**config.mk**
```make
export PLATFORM = sky130hd
export DESIGN_NAME = servo_position_pid_drive_top
export DESIGN_NICKNAME = d
export VERILOG_FILES = /design/src/rtl/spd_pkg.sv /design/src/rtl/spd_rank_lane.sv /design/src/rtl/spd_median_merge.sv /design/src/rtl/spd_pid_core.sv /design/src/rtl/servo_position_pid_drive_top.sv
export VERILOG_INCLUDE_DIRS = /design/src /design/src/rtl
export SDC_FILE = /design/constraint.sdc
export NUM_CORES = 2
export LEC_CHECK = 0
export ABC_AREA = 1
export BUFFER_PORTS_ARGS = -buffer_cell sky130_fd_sc_hd__buf_4
export CORE_MARGIN = 4
export CORE_UTILIZATION = 30
export DETAILED_ROUTE_END_ITERATION = 6
export PLACE_DENSITY = 0.48
export SYNTH_ARGS = -nofsm -noshare
export SYNTH_HDL_FRONTEND = slang
export SYNTH_HIERARCHICAL = 1
export SYNTH_SLANG_ARGS = --single-unit
export TNS_END_PERCENT = 100
```
**constraint.sdc**
```tcl
create_clock -name clk -period 18.7 [get_ports clk]
set_input_delay 1.87 -clock clk [delete_from_list [all_inputs] [get_ports clk]]
set_output_delay 1.87 -clock clk [all_outputs]
set_load 0.01 [all_outputs]
```
**src/rtl/servo_position_pid_drive_top_defines.svh**
```systemverilog
// Assertion macros shared by the servo drive RTL.
`ifndef SERVO_POSITION_PID_DRIVE_TOP_DEFINES_SVH
`define SERVO_POSITION_PID_DRIVE_TOP_DEFINES_SVH

// Same-cycle implication, disabled during reset.
`define SPD_ASSERT_IMP(label, clk, rst, ante, cons) \
  label: assert property (@(posedge clk) disable iff (rst) (ante) |-> (cons)) \
    else $error("servo drive check failed");

// Next-cycle implication, disabled during reset.
`define SPD_ASSERT_NEXT(label, clk, rst, ante, cons) \
  label: assert property (@(posedge clk) disable iff (rst) (ante) |=> (cons)) \
    else $error("servo drive check failed");

`endif

```
**src/rtl/spd_pkg.sv**
```systemverilog
`timescale 1ns / 1ps

package spd_pkg;

  localparam int NUM_SAMPLES = 10;
  localparam int SAMPLE_W    = 12;
  localparam int GOAL_W      = 16;
  localparam int RANK_W      = $clog2(NUM_SAMPLES);
  localparam int MID_LO      = (NUM_SAMPLES - 1) / 2;
  localparam int MID_HI      = NUM_SAMPLES / 2;

  // Stream payload layout
  localparam int IN_DATA_W   = 136;
  localparam int GOAL_LSB    = 120;
  localparam int OUT_DATA_W  = 40;
  localparam int DRIVE_W     = 13;

  // Configuration port
  localparam int CFG_IDX_W   = 3;
  localparam int CFG_DATA_W  = 12;

  localparam logic [CFG_IDX_W-1:0] REG_GAIN_P        = 3'd0;
  localparam logic [CFG_IDX_W-1:0] REG_GAIN_I        = 3'd1;
  localparam logic [CFG_IDX_W-1:0] REG_GAIN_D        = 3'd2;
  localparam logic [CFG_IDX_W-1:0] REG_LOWER_LIMIT   = 3'd3;
  localparam logic [CFG_IDX_W-1:0] REG_UPPER_LIMIT   = 3'd4;
  localparam logic [CFG_IDX_W-1:0] REG_DRIVE_CEILING = 3'd5;
  localparam logic [CFG_IDX_W-1:0] REG_DRIVE_FLOOR   = 3'd6;
  localparam logic [CFG_IDX_W-1:0] REG_ARRIVAL_ZONE  = 3'd7;

  localparam logic [7:0]  GAIN_P_RESET        = 8'd6;
  localparam logic [7:0]  GAIN_I_RESET        = 8'd0;
  localparam logic [7:0]  GAIN_D_RESET        = 8'd0;
  localparam logic [11:0] LOWER_LIMIT_RESET   = 12'd200;
  localparam logic [11:0] UPPER_LIMIT_RESET   = 12'd4000;
  localparam logic [11:0] DRIVE_CEILING_RESET = 12'd3500;
  localparam logic [11:0] DRIVE_FLOOR_RESET   = 12'd10;
  localparam logic [11:0] ARRIVAL_ZONE_RESET  = 12'd1;

  localparam int SUM_LIMIT = 500;
  localparam logic [SAMPLE_W-1:0] TARGET_RESET = 12'd2000;

  typedef logic [NUM_SAMPLES-1:0][SAMPLE_W-1:0] sample_arr_t;
  typedef logic [NUM_SAMPLES-1:0][RANK_W-1:0]   rank_arr_t;

  typedef struct packed {
    logic [7:0]  gain_p;
    logic [7:0]  gain_i;
    logic [7:0]  gain_d;
    logic [11:0] lower_limit;
    logic [11:0] upper_limit;
    logic [11:0] drive_ceiling;
    logic [11:0] drive_floor;
    logic [11:0] arrival_zone;
  } cfg_t;

endpackage

```
**src/rtl/spd_rank_lane.sv**
```systemverilog
`timescale 1ns / 1ps

module spd_rank_lane
  import spd_pkg::*;
(
  input  sample_arr_t       samples,
  input  logic [RANK_W-1:0] lane_id,
  output logic [RANK_W-1:0] rank
);

  logic [SAMPLE_W-1:0] own;

  // Rank = samples below this one, ties broken by lane order, so every
  // lane ends up with a distinct rank.
  always_comb begin
    own  = samples[lane_id];
    rank = '0;
    for (int j = 0; j < NUM_SAMPLES; j++) begin
      if ((samples[j] < own) ||
          ((samples[j] == own) && (RANK_W'(j) < lane_id))) begin
        rank = rank + RANK_W'(1);
      end
    end
  end

endmodule

```
**src/rtl/spd_median_merge.sv**
```systemverilog
`timescale 1ns / 1ps

module spd_median_merge
  import spd_pkg::*;
(
  input  logic                clk,
  input  logic                rst,
  input  logic                in_valid,
  output logic                in_ready,
  input  sample_arr_t         samples,
  input  rank_arr_t           ranks,
  input  logic [GOAL_W-1:0]   goal_in,
  input  logic                req_in,
  output logic                out_valid,
  input  logic                out_ready,
  output logic [SAMPLE_W-1:0] pos,
  output logic [GOAL_W-1:0]   goal_out,
  output logic                req_out
);

  logic [SAMPLE_W-1:0] mid_lo;
  logic [SAMPLE_W-1:0] mid_hi;
  logic [SAMPLE_W:0]   mid_sum;

  // Exactly one lane holds each rank: OR-select the two middle samples.
  always_comb begin
    mid_lo = '0;
    mid_hi = '0;
    for (int i = 0; i < NUM_SAMPLES; i++) begin
      if (ranks[i] == RANK_W'(MID_LO)) mid_lo = mid_lo | samples[i];
      if (ranks[i] == RANK_W'(MID_HI)) mid_hi = mid_hi | samples[i];
    end
    mid_sum = {1'b0, mid_lo} + {1'b0, mid_hi};
  end

  assign in_ready = !out_valid || out_ready;

  always_ff @(posedge clk) begin
    if (rst) begin
      out_valid <= 1'b0;
    end else if (in_ready) begin
      out_valid <= in_valid;
    end
  end

  always_ff @(posedge clk) begin
    if (in_ready && in_valid) begin
      pos      <= mid_sum[SAMPLE_W:1];
      goal_out <= goal_in;
      req_out  <= req_in;
    end
  end

endmodule

```
**src/rtl/spd_pid_core.sv**
```systemverilog
`timescale 1ns / 1ps
`include "servo_position_pid_drive_top_defines.svh"

module spd_pid_core
  import spd_pkg::*;
(
  input  logic                  clk,
  input  logic                  rst,
  input  cfg_t                  cfg,
  input  logic                  in_valid,
  output logic                  in_ready,
  input  logic [SAMPLE_W-1:0]   pos,
  input  logic [GOAL_W-1:0]     goal_in,
  input  logic                  req_in,
  output logic                  out_valid,
  input  logic                  out_ready,
  output logic signed [DRIVE_W-1:0] out_drive,
  output logic [SAMPLE_W-1:0]   out_pos,
  output logic [SAMPLE_W-1:0]   out_goal,
  output logic                  out_en,
  output logic                  out_act
);

  localparam logic signed [13:0] SUM_HI = 14'(SUM_LIMIT);
  localparam logic signed [13:0] SUM_LO = -14'(SUM_LIMIT);

  // Loop state
  logic [SAMPLE_W-1:0]      last_target;
  logic signed [12:0]       previous_error;
  logic signed [9:0]        error_sum;
  logic                     active_flag;

  // Control stage
  logic                     neq;
  logic                     c_en;
  logic                     hold;
  logic [GOAL_W-1:0]        g_hold;
  logic [GOAL_W-1:0]        g_lo;
  logic [SAMPLE_W-1:0]      g_cl;
  logic signed [12:0]       c_err;
  logic signed [13:0]       sum_raw;
  logic signed [9:0]        sum_c;
  logic signed [13:0]       c_diff;

  logic                     v3, v4;
  logic                     ready3, ready4, ready5;

  logic signed [12:0]       s3_err;
  logic signed [9:0]        s3_sum;
  logic signed [13:0]       s3_diff;
  logic [SAMPLE_W-1:0]      s3_pos;
  logic [SAMPLE_W-1:0]      s3_goal;
  logic                     s3_en;
  logic                     s3_act;

  logic signed [21:0]       s4_pp;
  logic signed [18:0]       s4_pi;
  logic signed [22:0]       s4_pd;
  logic                     s4_gate;
  logic [SAMPLE_W-1:0]      s4_pos;
  logic [SAMPLE_W-1:0]      s4_goal;
  logic                     s4_en;
  logic                     s4_act;

  logic [12:0]              err_mag;
  logic                     gate;
  logic signed [24:0]       pid_sum;
  logic signed [24:0]       pid_db;
  logic signed [24:0]       floor_s;
  logic signed [24:0]       ceil_s;
  logic signed [24:0]       pid_sat;

  assign ready5   = !out_valid || out_ready;
  assign ready4   = !v4 || ready5;
  assign ready3   = !v3 || ready4;
  assign in_ready = ready3;

  always_comb begin
    neq     = goal_in != {4'b0, last_target};
    c_en    = req_in || neq;
    // Enabling from idle with an unchanged goal holds the present position
    hold    = c_en && !active_flag && !neq;
    g_hold  = hold ? {4'b0, pos} : goal_in;
    g_lo    = (g_hold < {4'b0, cfg.lower_limit}) ? {4'b0, cfg.lower_limit} : g_hold;
    g_cl    = (g_lo > {4'b0, cfg.upper_limit}) ? cfg.upper_limit : g_lo[SAMPLE_W-1:0];
    c_err   = $signed({1'b0, pos}) - $signed({1'b0, g_cl});
    sum_raw = {{4{error_sum[9]}}, error_sum} + {c_err[12], c_err};
    if (sum_raw > SUM_HI) begin
      sum_c = SUM_HI[9:0];
    end else if (sum_raw < SUM_LO) begin
      sum_c = SUM_LO[9:0];
    end else begin
      sum_c = sum_raw[9:0];
    end
    c_diff  = {c_err[12], c_err} - {previous_error[12], previous_error};
  end

  always_ff @(posedge clk) begin
    if (rst) begin
      last_target    <= TARGET_RESET;
      previous_error <= '0;
      error_sum      <= '0;
      active_flag    <= 1'b0;
      v3             <= 1'b0;
    end else begin
      if (ready3) v3 <= in_valid;
      if (ready3 && in_valid) begin
        last_target    <= g_cl;
        previous_error <= c_err;
        error_sum      <= sum_c;
        active_flag    <= c_en;
      end
    end
  end

  always_ff @(posedge clk) begin
    if (ready3 && in_valid) begin
      s3_err  <= c_err;
      s3_sum  <= sum_c;
      s3_diff <= c_diff;
      s3_pos  <= pos;
      s3_goal <= g_cl;
      s3_en   <= c_en;
      s3_act  <= c_en;
    end
  end

  // Multiply stage and drive gating
  always_comb begin
    err_mag = s3_err[12] ? 13'(-s3_err) : 13'(s3_err);
    gate = !s3_act || (err_mag < {1'b0, cfg.arrival_zone}) ||
           (s3_pos > cfg.upper_limit) || (s3_pos < cfg.lower_limit);
  end

  always_ff @(posedge clk) begin
    if (rst) begin
      v4 <= 1'b0;
    end else if (ready4) begin
      v4 <= v3;
    end
  end

  always_ff @(posedge clk) begin
    if (ready4 && v3) begin
      s4_pp   <= $signed({1'b0, cfg.gain_p}) * s3_err;
      s4_pi   <= $signed({1'b0, cfg.gain_i}) * s3_sum;
      s4_pd   <= $signed({1'b0, cfg.gain_d}) * s3_diff;
      s4_gate <= gate;
      s4_pos  <= s3_pos;
      s4_goal <= s3_goal;
      s4_en   <= s3_en;
      s4_act  <= s3_act;
    end
  end

  // Sum, dead band, saturation
  always_comb begin
    floor_s = $signed({13'b0, cfg.drive_floor});
    ceil_s  = $signed({13'b0, cfg.drive_ceiling});
    pid_sum = 25'(s4_pp) + 25'(s4_pi) + 25'(s4_pd);
    if (s4_gate || ((pid_sum < floor_s) && (pid_sum > -floor_s))) begin
      pid_db = '0;
    end else begin
      pid_db = pid_sum;
    end
    if (pid_db > ceil_s) begin
      pid_sat = ceil_s;
    end else if (pid_db < -ceil_s) begin
      pid_sat = -ceil_s;
    end else begin
      pid_sat = pid_db;
    end
  end

  always_ff @(posedge clk) begin
    if (rst) begin
      out_valid <= 1'b0;
    end else if (ready5) begin
      out_valid <= v4;
    end
  end

  always_ff @(posedge clk) begin
    if (ready5 && v4) begin
      out_drive <= pid_sat[DRIVE_W-1:0];
      out_pos   <= s4_pos;
      out_goal  <= s4_goal;
      out_en    <= s4_en;
      out_act   <= s4_act;
    end
  end

  `SPD_ASSERT_NEXT(a_active_follows_enable, clk, rst, in_valid && in_ready, active_flag == $past(c_en))
  `SPD_ASSERT_IMP(a_sum_bounded, clk, rst, 1'b1, (error_sum <= 10'sd500) && (error_sum >= -10'sd500))
  `SPD_ASSERT_IMP(a_goal_under_upper, clk, rst, v3, s3_goal <= cfg.upper_limit)
  `SPD_ASSERT_IMP(a_drive_needs_active, clk, rst, out_valid && (out_drive != '0), out_act)
  `SPD_ASSERT_IMP(a_drive_in_ceiling, clk, rst, out_valid, (out_drive <= $signed({1'b0, cfg.drive_ceiling})) && (out_drive >= -$signed({1'b0, cfg.drive_ceiling})))

endmodule

```
**src/rtl/servo_position_pid_drive_top.sv**
```systemverilog
`timescale 1ns / 1ps
// Position servo PID drive, one control tick per transfer.
// Input stream (s_*): one transfer carries the position ADC samples and the
// host goal in s_tdata, and the host torque-enable bit in s_tuser.
// Output stream (m_*): one transfer per input transfer with the signed drive,
// the median position and the goal written back in m_tdata, and the torque
// enable and engaged flags in m_tuser.
// Configuration: cfg_we writes cfg_data into register cfg_index at the clock
// edge; write only while no tick is in flight.
// Throughput: one transfer per cycle while m_tready is not held off. Five
// register stages: lane ranking, median merge, loop control, gain multipliers,
// and sum and limit.
// The loop control stage closes target, error and integral combinationally and
// registers them as a tick is taken, which lets consecutive ticks follow back to back.
// Reset (rst, synchronous) loads the default gains and limits, sets the stored
// target to 2000, clears the error history and drops torque.
// When the receiver holds off m_tready the result stays on m_tdata and the
// pipeline keeps filling its empty stages; s_tready falls once all are full.
module servo_position_pid_drive_top
  import spd_pkg::*;
(
  input  logic                  clk,
  input  logic                  rst,
  // s_tdata: sample_0 .. sample_9 (12 bit each), goal_position (16 bit)
  input  logic [IN_DATA_W-1:0]  s_tdata,
  // s_tuser: torque_request
  input  logic                  s_tuser,
  input  logic                  s_tvalid,
  output logic                  s_tready,
  // m_tdata: drive (13 bit signed), present_position (12), goal_written_back
  // (12), zero pad (3)
  output logic [OUT_DATA_W-1:0] m_tdata,
  // m_tuser: torque_enable_out, torque_active
  output logic [1:0]            m_tuser,
  output logic                  m_tvalid,
  input  logic                  m_tready,
  input  logic                  cfg_we,
  input  logic [CFG_IDX_W-1:0]  cfg_index,
  input  logic [CFG_DATA_W-1:0] cfg_data
);

  cfg_t                cfg;
  sample_arr_t         in_samples;
  rank_arr_t           lane_rank;

  logic                v1;
  sample_arr_t         s1_samples;
  rank_arr_t           s1_ranks;
  logic [GOAL_W-1:0]   s1_goal;
  logic                s1_req;
  logic                merge_ready;

  logic                v2;
  logic                core_ready;
  logic [SAMPLE_W-1:0] s2_pos;
  logic [GOAL_W-1:0]   s2_goal;
  logic                s2_req;

  logic signed [DRIVE_W-1:0] drive;
  logic [SAMPLE_W-1:0] present_position;
  logic [SAMPLE_W-1:0] goal_written_back;
  logic                torque_enable_out;
  logic                torque_active;

  always_ff @(posedge clk) begin
    if (rst) begin
      cfg.gain_p        <= GAIN_P_RESET;
      cfg.gain_i        <= GAIN_I_RESET;
      cfg.gain_d        <= GAIN_D_RESET;
      cfg.lower_limit   <= LOWER_LIMIT_RESET;
      cfg.upper_limit   <= UPPER_LIMIT_RESET;
      cfg.drive_ceiling <= DRIVE_CEILING_RESET;
      cfg.drive_floor   <= DRIVE_FLOOR_RESET;
      cfg.arrival_zone  <= ARRIVAL_ZONE_RESET;
    end else if (cfg_we) begin
      case (cfg_index)
        REG_GAIN_P:        cfg.gain_p        <= cfg_data[7:0];
        REG_GAIN_I:        cfg.gain_i        <= cfg_data[7:0];
        REG_GAIN_D:        cfg.gain_d        <= cfg_data[7:0];
        REG_LOWER_LIMIT:   cfg.lower_limit   <= cfg_data;
        REG_UPPER_LIMIT:   cfg.upper_limit   <= cfg_data;
        REG_DRIVE_CEILING: cfg.drive_ceiling <= cfg_data;
        REG_DRIVE_FLOOR:   cfg.drive_floor   <= cfg_data;
        REG_ARRIVAL_ZONE:  cfg.arrival_zone  <= cfg_data;
        default: ;
      endcase
    end
  end

  always_comb begin
    for (int i = 0; i < NUM_SAMPLES; i++) begin
      in_samples[i] = s_tdata[i*SAMPLE_W +: SAMPLE_W];
    end
  end

  for (genvar g = 0; g < NUM_SAMPLES; g++) begin : g_lane
    spd_rank_lane u_lane (
      .samples (in_samples),
      .lane_id (RANK_W'(g)),
      .rank    (lane_rank[g])
    );
  end

  assign s_tready = !v1 || merge_ready;

  always_ff @(posedge clk) begin
    if (rst) begin
      v1 <= 1'b0;
    end else if (s_tready) begin
      v1 <= s_tvalid;
    end
  end

  always_ff @(posedge clk) begin
    if (s_tready && s_tvalid) begin
      s1_samples <= in_samples;
      s1_ranks   <= lane_rank;
      s1_goal    <= s_tdata[GOAL_LSB +: GOAL_W];
      s1_req     <= s_tuser;
    end
  end

  spd_median_merge u_merge (
    .clk       (clk),
    .rst       (rst),
    .in_valid  (v1),
    .in_ready  (merge_ready),
    .samples   (s1_samples),
    .ranks     (s1_ranks),
    .goal_in   (s1_goal),
    .req_in    (s1_req),
    .out_valid (v2),
    .out_ready (core_ready),
    .pos       (s2_pos),
    .goal_out  (s2_goal),
    .req_out   (s2_req)
  );

  spd_pid_core u_core (
    .clk       (clk),
    .rst       (rst),
    .cfg       (cfg),
    .in_valid  (v2),
    .in_ready  (core_ready),
    .pos       (s2_pos),
    .goal_in   (s2_goal),
    .req_in    (s2_req),
    .out_valid (m_tvalid),
    .out_ready (m_tready),
    .out_drive (drive),
    .out_pos   (present_position),
    .out_goal  (goal_written_back),
    .out_en    (torque_enable_out),
    .out_act   (torque_active)
  );

  assign m_tdata = {3'b0, goal_written_back, present_position, drive};
  assign m_tuser = {torque_active, torque_enable_out};

endmodule

```
==> key figures <==
Clocking
  • CTS tree: yes
  • Max clock buf depth: 3
  • Total CTS buffers: 68
  • Number of hold buffers added after CTS: 0
  • Clock transition at path regs: 0.06 ns
  • Root Buffer Master: clkbuf_16
  • Clk Latency, worst-skew pair: 0.72 ns
  • Post-cts gate resize count: 0
  • Setup bufs post-CTS: 0
  • H-tree levels: 3
  • Clock tree sinks: 521

STA
  • Rel. slew slack: 0.261
  • Least-Margin Pin Slew: 1.10 ns
  • RSZ-0062 raised after global routing: no
  • Pins Over Slew Limit: 0
  • Setup_tns: 0 ns
  • Final-report hold violation count: 0
  • Final worst-path cycle share: 0.522
  • Max frequency: 102 MHz
  • Final min period: 9.76 ns
  • Skew final: 0.0633 ns
  • # setup viols final: 0
  • PnR worst setup slack: 8.94 ns

Routing
  • DRC Markers: 10
  • Pre-antenna DRT Iters: 7
  • Routed wire per std cell: 24.0 um
  • Starting DRC count in detailed routing: 11.0k
  • WL final: 395,000 um
  • Final antenna-violating net count: 0
  • DR vias/cell: 5.35
  • Vias: 88.1k

GRT
  • Gr ovfl total: 0
  • First-pass GRT wire length: 563,000 um
  • Largest net degree at the start of global routing: 144
  • Vias in the first global route: 80.8k
  • Gr usage total: 0.254
  • Initial antenna violation count: 43

Floorplanning
  • Die height: 546 um
  • CORE AREA: 0.288 sq mm
  • Initial Util: 0.302
  • Num ports: 201
  • Die W: 546 um
  • Core Rows: 197
  • Die ar.: 0.298 sq mm

Min path
  • Worst hold path endpoint: u_core/out_pos[0]
  • Min-delay src: u_core/s4_pos[0]
  • Worst hold path class: flop to flop
  • Hold depth: 0

Synthesis
  • Top FF cell, synth: edfxtp_1
  • Post-Syn Area: 0.0869 sq mm
  • Seq/Total Area, Yosys: 0.166
  • Dominant cells by area after synthesis: ha_1 (23%), edfxtp_1 (14%), nand2_1 (12%)
  • Commonest cells post-synth: nand2_1 (2,795), inv_1 (1,634), ha_1 (1,622), nor2_1 (1,247), a21oi_1 (783)
  • Distinct cells, synth: 79
  • Top-area cell type share of the netlist area: 0.234
  • EDFF count, synth: 396
  • Most frequent cell after synthesis: nand2_1
  • Cell count after synthesis: 12.4k
  • Avg Cell Area, Syn: 7.02 sq um
  • FF+latch count, synth: 521
  • Asr flop ratio synth: 0
  • Post-synth top area cell: ha_1
  • Yosys warning total: 6

Pwr
  • Net Sw Power: 4.27 mW
  • P_int: 4.08 mW
  • Sequential power share: 0.202
  • Pwr dens: 87.0 mW/mm^2
  • Max VDD drop: 0.0765 mV
  • Logic pwr share: 0.633
  • Clock network fraction of total power: 0.165
  • Leakage: 48.1 nW
  • Sw frac: 0.512
  • Final Power: 8.35 mW

Final layout
  • Filler Cell Count: 31.2k
  • Area added between synthesis and finish: 10.4%
  • Nets: 14.7k
  • Core Util, Final: 0.333
  • Layout cell share with drive strength beyond 1: 0.0840
  • Layout Cells excl Fill: 16.5k

Worst setup path
  • Crit-path max cell delay: 0.42 ns
  • R2r startpoint: u_merge/goal_out[13]
  • Worst R2R End: u_core/error_sum[4]
  • Cell mode on critical path: nand2_1
  • Slowest CP cell: inv_1
  • Crit. End Element: flop
  • WP data arrival: 10.33 ns
  • FF-to-FF path depth: 51
  • R2r setup slk: 8.94 ns
  • Critical Path RT: 19.27 ns
  • CP max FO: 22
  • CP Launch Type: flop
  • Worst setup path class: flop to flop

Place
  • Port Buffers: 197
  • Placed Cells: 16.3k
  • DP HPWL: 265,000 um
  • DP Worst Slack: 9.00 ns
  • GP Congestion: 0.907

Outcome
  • Status: finished with violations
  • Failing checks: design-rule violations

Job
  • Max cap viols: 0
-- cell usage in the layout (no fill, tap or decap), types with 30 or more instances in the layout --
| master | count |
|---|---|
| nand2_1 | 2795 |
| inv_1 | 1631 |
| ha_1 | 1622 |
| nor2_1 | 1246 |
| a21oi_1 | 780 |
| o21ai_0 | 713 |
| nand3_1 | 645 |
| edfxtp_1 | 396 |
| buf_4 | 384 |
| fa_1 | 268 |
| o22ai_1 | 244 |
| a221oi_1 | 164 |
| nand4_1 | 146 |
| nand2_2 | 137 |
| dfxtp_1 | 125 |
| nor3_1 | 123 |
| conb_1 | 119 |
| xor2_1 | 111 |
| nand3_2 | 98 |
| inv_2 | 88 |
| clkbuf_16 | 68 |
| o211ai_1 | 50 |
| xnor2_1 | 49 |
| nor2_2 | 48 |
| a21o_1 | 47 |
| nand2_4 | 43 |
| or2_2 | 41 |
| and2_1 | 40 |
| o21a_1 | 40 |
| a211oi_1 | 35 |
| o21bai_1 | 30 |
| o2111ai_1 | 30 |
-- critical path, delay by kind of cell (launching register included) --
family,cells,cell delay (ns)
compound gates,15,2.81
xor+xnor,2,0.57
fa+ha+maj,4,1.17
buf+inv,5,0.91
flops,1,0.37
simple gates,25,3.78
-- kinds of logic after synthesis --
group | count (synthesis) | synth area share
mux | 1 | 0.000130
simple gates | 5481 | 0.279
flops | 521 | 0.166
xor+xnor | 162 | 0.0165
other cells | 2 | 0.0000864
buf+inv | 2069 | 0.0910
compound gates | 2253 | 0.152
fa+ha+maj | 1890 | 0.295
-- power groups by stage --
stage	registers, mW	logic [mW]	clock network (mW)
finish	1.69	5.28	1.38
global route	1.70	5.98	1.47
CTS	1.69	5.20	1.42
detailed placement	1.72	5.17	0
global placement	1.72	5.17	0
floorplan	1.58	3.78	0
-- layer usage --
layer / wire length (um) / global-route usage / vias to the layer above / part of all wire
met5: 125 / 0 / - / 0.00032
met4: 23500 / 0.129 / 18 / 0.060
met3: 41200 / 0.0613 / 1133 / 0.10
met2: 164000 / 0.382 / 4352 / 0.42
met1: 166000 / 0.336 / 40500 / 0.42
li1: - / - / 42100 / -
-- layout make-up --
class / count / area (sq um) / area share
multi-input cells: 9906 / 65100 / 0.678
flip-flops and latches: 521 / 14400 / 0.150
inverters: 1736 / 6520 / 0.0680
well taps: 3781 / 4730 / 0.0493
repair buffers: 385 / 2900 / 0.0302
clock buffers: 82 / 1770 / 0.0185
clock inverters: 41 / 500 / 0.00521
diodes: 28 / 70.1 / 0.000730
-- flip-flops by register name, summed over array words and instances (netlist names), 13 cells and up --
| signal | count |
|---|---|
| s1_samples | 120 |
| cfg | 84 |
| s1_ranks | 40 |
| u_core/s4_pd | 23 |
| u_core/s4_pp | 22 |
| u_core/s4_pi | 19 |
| s1_goal | 16 |
| u_merge/goal_out | 16 |
| u_core/s3_diff | 14 |
| u_core/out_drive | 13 |
| u_core/previous_error | 13 |
| u_core/s3_err | 13 |
-- per-stage QoR --
step | instance area (sq um) | hold slack [ns]
after floorplan | 87300 | 0.400
after global placement | 93600 | 0.403
after detailed placement | 93600 | 0.405
after CTS | 95900 | 0.417
after global routing | 95900 | 0.429
final | 96000 | 0.416
-- worst max path at each step --
stage	from	to	slack [ns]
6_report	u_merge/goal_out[13]	u_core/error_sum[4]	8.94
5_1_grt	u_merge/goal_out[13]	u_core/error_sum[4]	7.83
3_5_place_dp	u_merge/goal_out[13]	u_core/error_sum[4]	9.00
2_1_floorplan	m_tready	s1_goal[0]	7.20
3_3_place_gp	u_merge/goal_out[13]	u_core/error_sum[4]	9.04
4_1_cts	u_merge/goal_out[13]	u_core/error_sum[4]	8.95
Note: power is estimated with default switching activity, not from simulation.
